--- src/rtl/pat_pkg.sv ---
// pat_pkg: shared types, codes and defaults for the page allocation table
// used by pat_ctrl, pat_dpath and page_allocation_table
package pat_pkg;

  localparam int PAT_NUM_PAGES = 32;
  localparam int PAT_PAGE_SIZE = 100;
  localparam int PAT_NUM_IDS   = 256;

  localparam logic [1:0] KIND_ALLOC = 2'd0;
  localparam logic [1:0] KIND_FREE  = 2'd1;
  localparam logic [1:0] KIND_QUERY = 2'd2;

  localparam logic [1:0] ST_OK       = 2'd0;
  localparam logic [1:0] ST_NOSPACE  = 2'd1;
  localparam logic [1:0] ST_PRESENT  = 2'd2;
  localparam logic [1:0] ST_NOTFOUND = 2'd3;

  typedef struct packed {
    logic [1:0]  kind;
    logic [7:0]  prog_id;
    logic [11:0] req_size;
  } in_t;

  typedef struct packed {
    logic [1:0]  status;
    logic [6:0]  page_count;
    logic [11:0] prog_size;
    logic [31:0] page_mask;
    logic [6:0]  free_pages;
  } out_t;

  typedef struct packed {
    logic capture;
    logic decide;
    logic scan;
    logic load_out;
  } ctl_cmd_t;

  typedef struct packed {
    logic scan_last;
    logic out_free;
  } ctl_sts_t;

endpackage

--- src/rtl/pat_ram.sv ---
// pat_ram: generic single write port, single read port ram with registered read
// no dependencies
module pat_ram #(
  parameter int WIDTH = 12,
  parameter int DEPTH = 256
) (
  input  logic                     clk,
  input  logic                     we,
  input  logic [$clog2(DEPTH)-1:0] waddr,
  input  logic [WIDTH-1:0]         wdata,
  input  logic                     re,
  input  logic [$clog2(DEPTH)-1:0] raddr,
  output logic [WIDTH-1:0]         rdata
);

  logic [WIDTH-1:0] mem [DEPTH];

  always_ff @(posedge clk) begin
    if (we) begin
      mem[waddr] <= wdata;
    end
    if (re) begin
      rdata <= mem[raddr];
    end
  end

endmodule

--- src/rtl/pat_ctrl.sv ---
// pat_ctrl: sequencing state machine for the page allocation table
// depends on pat_pkg for the command and status structs
module pat_ctrl (
  input  logic              clk,
  input  logic              rst,
  input  logic              req_valid,
  output logic              req_stall,
  input  pat_pkg::ctl_sts_t sts,
  output pat_pkg::ctl_cmd_t cmd
);

  typedef enum logic [3:0] {
    S_IDLE = 4'b0001,
    S_READ = 4'b0010,
    S_SCAN = 4'b0100,
    S_DONE = 4'b1000
  } state_t;

  state_t state, state_next;

  always_comb begin
    state_next   = state;
    cmd          = '0;
    req_stall    = 1'b1;
    case (state)
      S_IDLE: begin
        req_stall   = 1'b0;
        cmd.capture = req_valid;
        if (req_valid) begin
          state_next = S_READ;
        end
      end
      S_READ: begin
        cmd.decide = 1'b1;
        state_next = S_SCAN;
      end
      S_SCAN: begin
        cmd.scan = 1'b1;
        if (sts.scan_last) begin
          state_next = S_DONE;
        end
      end
      S_DONE: begin
        cmd.load_out = sts.out_free;
        if (sts.out_free) begin
          state_next = S_IDLE;
        end
      end
      default: begin
        state_next = S_IDLE;
      end
    endcase
  end

  always_ff @(posedge clk) begin
    if (rst) begin
      state <= S_IDLE;
    end else begin
      state <= state_next;
    end
  end

endmodule

--- src/rtl/pat_dpath.sv ---
// pat_dpath: page owner table, id records, free space and result register
// depends on pat_pkg and pat_ram
module pat_dpath #(
  parameter int NUM_PAGES = pat_pkg::PAT_NUM_PAGES,
  parameter int PAGE_SIZE = pat_pkg::PAT_PAGE_SIZE,
  parameter int NUM_IDS   = pat_pkg::PAT_NUM_IDS
) (
  input  logic              clk,
  input  logic              rst,
  input  pat_pkg::in_t      req,
  input  pat_pkg::ctl_cmd_t cmd,
  output pat_pkg::ctl_sts_t sts,
  output logic              rsp_valid,
  input  logic              rsp_stall,
  output pat_pkg::out_t     rsp
);

  localparam int IDX_W = (NUM_PAGES > 1) ? $clog2(NUM_PAGES) : 1;
  localparam int CNT_W = $clog2(NUM_PAGES + 1);
  localparam int FU_W  = $clog2(NUM_PAGES * PAGE_SIZE + 1);
  localparam int ID_W  = $clog2(NUM_IDS);
  localparam int CMP_W = (FU_W > 12) ? FU_W : 12;

  logic [1:0]       kind_r;
  logic [7:0]       id_r;
  logic [11:0]      size_r;
  logic [1:0]       status_r;
  logic [11:0]      psize_r;
  logic             report_r;
  logic             op_alloc;
  logic             op_free;
  logic [11:0]      remaining;
  logic [IDX_W-1:0] idx;
  logic [CNT_W-1:0] count_acc;
  logic [31:0]      mask_acc;
  logic [CNT_W-1:0] free_cnt;
  logic [FU_W-1:0]  free_units;
  logic [7:0]       page_owner [NUM_PAGES];
  logic [NUM_IDS-1:0] prog_present;
  logic [11:0]      len_rdata;

  logic        usable;
  logic        present;
  logic        no_space;
  logic        alloc_go;
  logic        free_go;
  logic [1:0]  status_next;
  logic [7:0]  owner;
  logic        take;
  logic        drop;
  logic        match;

  pat_ram #(
    .WIDTH(12),
    .DEPTH(NUM_IDS)
  ) u_len (
    .clk  (clk),
    .we   (cmd.decide && alloc_go),
    .waddr(id_r[ID_W-1:0]),
    .wdata(size_r),
    .re   (cmd.capture),
    .raddr(req.prog_id[ID_W-1:0]),
    .rdata(len_rdata)
  );

  // request decode
  always_comb begin
    usable   = (id_r != 8'd0) && ({1'b0, id_r} < 9'(NUM_IDS));
    present  = usable && prog_present[id_r[ID_W-1:0]];
    no_space = CMP_W'(size_r) > CMP_W'(free_units);
    alloc_go = (kind_r == pat_pkg::KIND_ALLOC) && !no_space && usable && !present;
    free_go  = (kind_r == pat_pkg::KIND_FREE) && present;
    case (kind_r)
      pat_pkg::KIND_ALLOC: begin
        if (no_space) begin
          status_next = pat_pkg::ST_NOSPACE;
        end else if (!usable || present) begin
          status_next = pat_pkg::ST_PRESENT;
        end else begin
          status_next = pat_pkg::ST_OK;
        end
      end
      default: begin
        status_next = present ? pat_pkg::ST_OK : pat_pkg::ST_NOTFOUND;
      end
    endcase
  end

  // one page entry per scan cycle
  always_comb begin
    owner = page_owner[idx];
    take  = op_alloc && (owner == 8'd0) && (remaining != 12'd0);
    drop  = op_free && (owner == id_r);
    match = report_r && ((owner == id_r) || take);
  end

  assign sts.scan_last = (idx == IDX_W'(NUM_PAGES - 1));
  assign sts.out_free  = !rsp_valid || !rsp_stall;

  always_ff @(posedge clk) begin
    if (cmd.capture) begin
      kind_r <= req.kind;
      id_r   <= req.prog_id;
      size_r <= req.req_size;
    end
    if (cmd.decide) begin
      status_r  <= status_next;
      report_r  <= alloc_go || present;
      psize_r   <= alloc_go ? size_r : (present ? len_rdata : 12'd0);
      remaining <= alloc_go ? size_r : 12'd0;
      idx       <= '0;
      count_acc <= '0;
      mask_acc  <= '0;
    end
    if (cmd.scan) begin
      if (take) begin
        remaining <= (remaining <= 12'(PAGE_SIZE)) ? 12'd0 : remaining - 12'(PAGE_SIZE);
      end
      if (match) begin
        count_acc  <= count_acc + CNT_W'(1);
        mask_acc[idx] <= 1'b1;
      end
      if (!sts.scan_last) begin
        idx <= idx + IDX_W'(1);
      end
    end
    if (cmd.load_out) begin
      rsp.status     <= status_r;
      rsp.page_count <= 7'(count_acc);
      rsp.prog_size  <= psize_r;
      rsp.page_mask  <= op_free ? 32'd0 : mask_acc;
      rsp.free_pages <= 7'(free_cnt);
    end
  end

  always_ff @(posedge clk) begin
    if (rst) begin
      op_alloc     <= 1'b0;
      op_free      <= 1'b0;
      free_cnt     <= CNT_W'(NUM_PAGES);
      free_units   <= FU_W'(NUM_PAGES * PAGE_SIZE);
      prog_present <= '0;
      rsp_valid    <= 1'b0;
      for (int i = 0; i < NUM_PAGES; i++) begin
        page_owner[i] <= 8'd0;
      end
    end else begin
      if (cmd.decide) begin
        op_alloc <= alloc_go;
        op_free  <= free_go;
        if (alloc_go) begin
          prog_present[id_r[ID_W-1:0]] <= 1'b1;
        end
        if (free_go) begin
          prog_present[id_r[ID_W-1:0]] <= 1'b0;
        end
      end
      if (cmd.scan) begin
        if (take) begin
          page_owner[idx] <= id_r;
          free_cnt        <= free_cnt - CNT_W'(1);
          free_units      <= free_units - FU_W'(PAGE_SIZE);
        end else if (drop) begin
          page_owner[idx] <= 8'd0;
          free_cnt        <= free_cnt + CNT_W'(1);
          free_units      <= free_units + FU_W'(PAGE_SIZE);
        end
      end
      if (cmd.load_out) begin
        rsp_valid <= 1'b1;
      end else if (!rsp_stall) begin
        rsp_valid <= 1'b0;
      end
    end
  end

  a_free_cnt_range: assert property (@(posedge clk) disable iff (rst)
    free_cnt <= CNT_W'(NUM_PAGES))
    else $error("free page count above pool size");

  a_free_units_track: assert property (@(posedge clk) disable iff (rst)
    free_units == FU_W'(FU_W'(free_cnt) * FU_W'(PAGE_SIZE)))
    else $error("free units out of step with free page count");

  a_alloc_complete: assert property (@(posedge clk) disable iff (rst)
    cmd.load_out |-> remaining == 12'd0)
    else $error("allocation scan ended with pages still owed");

  a_result_follows_load: assert property (@(posedge clk) disable iff (rst)
    cmd.load_out |=> rsp_valid)
    else $error("result register not valid after load");

endmodule

--- src/rtl/page_allocation_table.sv ---
// page_allocation_table: top level, first fit page allocator over a fixed pool
// depends on pat_pkg, pat_ctrl, pat_dpath and pat_ram
//
// Each request (allocate, free or query of a program id) yields one result.
// A request passes through the id record read, a walk over the page owner
// table, one page entry per cycle, and the load of the result into the output
// register; the load waits while the previous result still waits on rsp_stall.
// The next request is taken in the cycle after the load, while the result may
// still wait in the output register.
// No clearing pass is needed after reset.
module page_allocation_table #(
  parameter int NUM_PAGES = pat_pkg::PAT_NUM_PAGES,
  parameter int PAGE_SIZE = pat_pkg::PAT_PAGE_SIZE,
  parameter int NUM_IDS   = pat_pkg::PAT_NUM_IDS
) (
  input  logic          clk,
  input  logic          rst,
  input  logic          req_valid,
  output logic          req_stall,
  input  pat_pkg::in_t  req,
  output logic          rsp_valid,
  input  logic          rsp_stall,
  output pat_pkg::out_t rsp
);

  pat_pkg::ctl_cmd_t cmd;
  pat_pkg::ctl_sts_t sts;

  pat_ctrl u_ctrl (
    .clk      (clk),
    .rst      (rst),
    .req_valid(req_valid),
    .req_stall(req_stall),
    .sts      (sts),
    .cmd      (cmd)
  );

  pat_dpath #(
    .NUM_PAGES(NUM_PAGES),
    .PAGE_SIZE(PAGE_SIZE),
    .NUM_IDS  (NUM_IDS)
  ) u_dpath (
    .clk      (clk),
    .rst      (rst),
    .req      (req),
    .cmd      (cmd),
    .sts      (sts),
    .rsp_valid(rsp_valid),
    .rsp_stall(rsp_stall),
    .rsp      (rsp)
  );

endmodule
--- config.mk ---
export PLATFORM = sky130hd
export DESIGN_NAME = page_allocation_table
export DESIGN_NICKNAME = d
export VERILOG_FILES = /design/src/rtl/pat_pkg.sv /design/src/rtl/pat_ram.sv /design/src/rtl/pat_ctrl.sv /design/src/rtl/pat_dpath.sv /design/src/rtl/page_allocation_table.sv
export SDC_FILE = /design/constraint.sdc
export NUM_CORES = 2
export LEC_CHECK = 0
export BUFFER_PORTS_ARGS = -buffer_cell sky130_fd_sc_hd__buf_4
export CORE_MARGIN = 4
export CORE_UTILIZATION = 55
export CTS_BUF_LIST = sky130_fd_sc_hd__clkbuf_16
export CTS_CLUSTER_SIZE = 14
export DETAILED_ROUTE_END_ITERATION = 12
export MAX_ROUTING_LAYER = met4
export PLACE_DENSITY = 0.71
export SLEW_MARGIN = 10
export SYNTH_ARGS = -nofsm -noshare
export SYNTH_HDL_FRONTEND = slang
export SYNTH_HIERARCHICAL = 1
export SYNTH_SLANG_ARGS = --single-unit
--- constraint.sdc ---
create_clock -name clk -period 17.6 [get_ports clk]
set_input_delay 1.76 -clock clk [delete_from_list [all_inputs] [get_ports clk]]
set_output_delay 1.76 -clock clk [all_outputs]
set_load 0.005 [all_outputs]
==> impl_results.md <==
* Vias in the first global route at 79,300
* Post-route cell area at 165,000 um2
* Crit Path Class: flop to flop
* Distinct cell type count of the synthesized netlist at 85
* Endpoints failing setup at 0
* Footprint of the multi-input gates at 35,900 um2
* Std-Cell Core Area at 269,000 um2
* Max-cap violations at 0
* Internal cell power at 14.8 mW
* Final HPWL DP at 230 mm
* Commonest non-fill, non-tap cell in the layout: edfxtp_1
* Top cells by area, synth: edfxtp_1 (69%), mux4_2 (11%), dfxtp_1 (4.5%)
* #FFs+latches synth at 3,769
* Busiest layer in global routing: met2
* Post-Layout Cell Count at 12,000
* Top-area cell type share of the netlist area at 69.4%
* Clock Sinks at 3,769
* Synth Area per Inst at 18.3 um2
* Most used cell, CP: buf_4
* Rel. slew slack at -0.615%
* Util after Layout at 61.4%
* Worst vdd ir at 0.139 mV
* Clock power share at 41.2%
* Total power at 19.1 mW
* Asr flop ratio synth at 0%
* Unrepaired setup endpoints after global routing: false
* Reg clk slew, reported paths at 0.07 ns
* Final Hold Viols at 0
* Power Dens Cells at 116 nW/um2
* Final WS setup at 10.08 ns
* Final count of pins violating max slew at 56
* Grt ovf at 0
* Leakage at 51.4 nW
* Layout cells sized above 1 at 20.1%
* Crit path arrival time at 8.05 ns
* GR met3 Demand/Resource at 5.71%
* Number of hold buffers added after cts at 0
* Post-CTS Resized at 0
* Tot GR Track Use at 28.3%
* Routed WL at 387 mm
* Die ar. at 279,000 um2
* Met1 GRT Util at 39.1%
* Chip height at 528 um
* Switch Pwr at 4.36 mW
* Crit path buf inv count at 5
* Yosys top cell by area: edfxtp_1
* Dpl cells at 11,300
* Syn. warnings at 6
* Fin nets at 8,209
* First-pass GRT wire length at 561 mm
* Post-synth EDFFs at 3,437
* DRT iter0 DRCs at 11,300
* Avg WL per Cell at 32.1 um
* Max incr delay on CP at 0.98 ns
* Number of fill cells in the layout at 18,400
* Clk Latency, worst-skew pair at 0.96 ns
* Post-CTS Setup Bufs at 0
* Critical path startpoint category: flop
* F_max at 133 MHz
* Num rows at 190
* Sequential area share after synthesis at 73.8%
* Reg power frac at 52.1%
* Worst Tran Pin Value at 1.51 ns
* Num CTS Buffers at 374
* Maximum clock path buffer count at 4
* Number of I/O pins at 88
* Setup tns final at 0 ns
* Reg area at 110,000 um2
* CP cell instances: buf_4 > buf_4 > mux4_2 > mux4_2 > a22o_1 > a221oi_1 > nor3_1 > or4_1 > or2_1 > buf_4 > nor3_2 > buf_4 > nand3_2 > buf_4 > nor2_1
* Clock root buffer: clkbuf_16
* Commonest non-fill, non-tap cells in the layout: edfxtp_1 (3,437), mux4_2 (716), nor2_1 (594)
* Failing checks: slew limit
* Run status: complete, but fails checks
* Largest net degree at the start of global routing at 265
* Placement Cell Area at 153,000 um2
* Most used DFF post-synth: edfxtp_1
* Routed vias/inst at 6.81
* Final Skew at 0.0581 ns
* Initial core utilization at 55.4%
* CP max FO at 51
* 1st-pass router iterations at 9
* Gate power share at 6.8%
* Min-Delay Path Class: flop to flop
* DRC at 0
* Period Utilization, post-route at 42.7%
* CTS tree: built
* Die Wd at 528 um
* Setup crit end kind: flop
* Min Hold Slack at 0.417 ns
* Gp weighted congestion at 0.917
* Met2 usage at 42.4%
* Critical path's slowest cell: nor2_1
* Sw Share at 22.8%
* Initial antenna violation count at 14
* Critical path's top delay family: simple AND/OR/NAND/NOR gates
* Max H-tree Level at 5
* Final Critical Period at 7.52 ns
* Post-Syn Instances at 8,125
* Routed Antenna Nets at 0
* Post-place setup slack at 10.05 ns
* Critical Path RT at 18.14 ns
* Port Buffers at 85
* Vias at 82,000
* Cell Area, Synth at 149,000 um2
* Area growth syn-to-layout at 10.9%
[cell type report]
type | instances | area share [%]
timing repair buffer | 274 | 1.38
clock inverter | 313 | 1.68
tap | 3552 | 2.69
inverter | 59 | 0.134
sequential | 3769 | 66.6
clock buffer | 378 | 5.74
antenna | 12 | 0.0182
multi-input combinational | 3684 | 21.8
[power by group through the flow]
stage / combinational, mW / sequential, mW / clock [mW]
CTS: 1.28 / 9.97 / 7.97
floorplan: 0.736 / 10.2 / 0
global route: 1.35 / 9.97 / 8.37
detailed placement: 1.28 / 10.2 / 0
finish: 1.29 / 9.97 / 7.88
global placement: 1.24 / 10.2 / 0
[cells in the mapped netlist (all sizes together), types with 59 or more instances]
cell type,count
edfxtp,3437
nor3,63
a31oi,208
nor2,651
clkbuf,372
dfxtp,332
nor4,73
o22ai,185
nand3,66
o21ai,59
a22oi,221
mux4,716
mux2i,358
a21oi,203
nand2,105
buf,242
a211oi,277
[logic make-up (layout without fill, tap and decap cells)]
family                     count (synthesis)  after routing  share of synthesized area [%]
AOI/OAI and AO/OA                       1382           1382                           6.35
muxes                                   1110           1110                           13.5
DFF                                     3769           3769                           73.8
and+or+nand+nor                         1148           1148                           3.61
adders and majority gates                 21             21                          0.177
xor gates and xnor gates                  21             21                          0.124
buffers and inverters                    673           1024                           2.38
other                                      1             14                        0.00252
[registers in the layout (all words and copies together) (netlist names), named ones only]
signal / flops
u_dpath/psize_r: 12
u_dpath/op_free: 1
u_dpath/u_len/rdata: 12
u_dpath/rsp: 58
u_dpath/id_r: 8
u_dpath/page_owner: 256
u_dpath/kind_r: 2
u_dpath/rsp_valid: 1
u_dpath/mask_acc: 32
u_ctrl/state: 4
u_dpath/size_r: 12
u_dpath/remaining: 12
u_dpath/idx: 5
u_dpath/u_len/mem: 3072
u_dpath/free_cnt: 6
u_dpath/status_r: 2
u_dpath/count_acc: 6
u_dpath/report_r: 1
u_dpath/free_units: 10
u_dpath/prog_present: 255
u_dpath/op_alloc: 1
[worst paths after layout]
kind / slack, ns / from / depth (start not counted) / to
hold reg to reg: 0.42 / u_dpath/psize_r[1]$_DFFE_PP_ / 0 / u_dpath/rsp[40]$_DFFE_PP_
setup / recovery: 10.08 / u_dpath/id_r[1]$_DFFE_PP_ / 15 / u_dpath/u_len/mem[134][2]$_DFFE_PP_
hold / removal: 0.42 / u_dpath/psize_r[1]$_DFFE_PP_ / 0 / u_dpath/rsp[40]$_DFFE_PP_
setup reg to reg: 10.08 / u_dpath/id_r[1]$_DFFE_PP_ / 15 / u_dpath/u_len/mem[134][2]$_DFFE_PP_
[worst register-to-register path, cell delays in order (launching register included)]
cell and delay, ns:
edfxtp_1 0.53, buf_4 0.42, buf_4 0.72, mux4_2 0.45, mux4_2 0.51, a22o_1 0.26
a221oi_1 0.23, nor3_1 0.08, or4_1 0.63, or2_1 0.28, buf_4 0.22, nor3_2 0.13
buf_4 0.31, nand3_2 0.79, buf_4 0.54, nor2_1 0.99
[routing by layer]
layer	routed length, um	part of all wire, %
met1	147000	38
met2	183000	47
met3	41300	11
met4	15000	3.9
met5	0	0
Note: power is estimated with default switching activity, not from simulation.
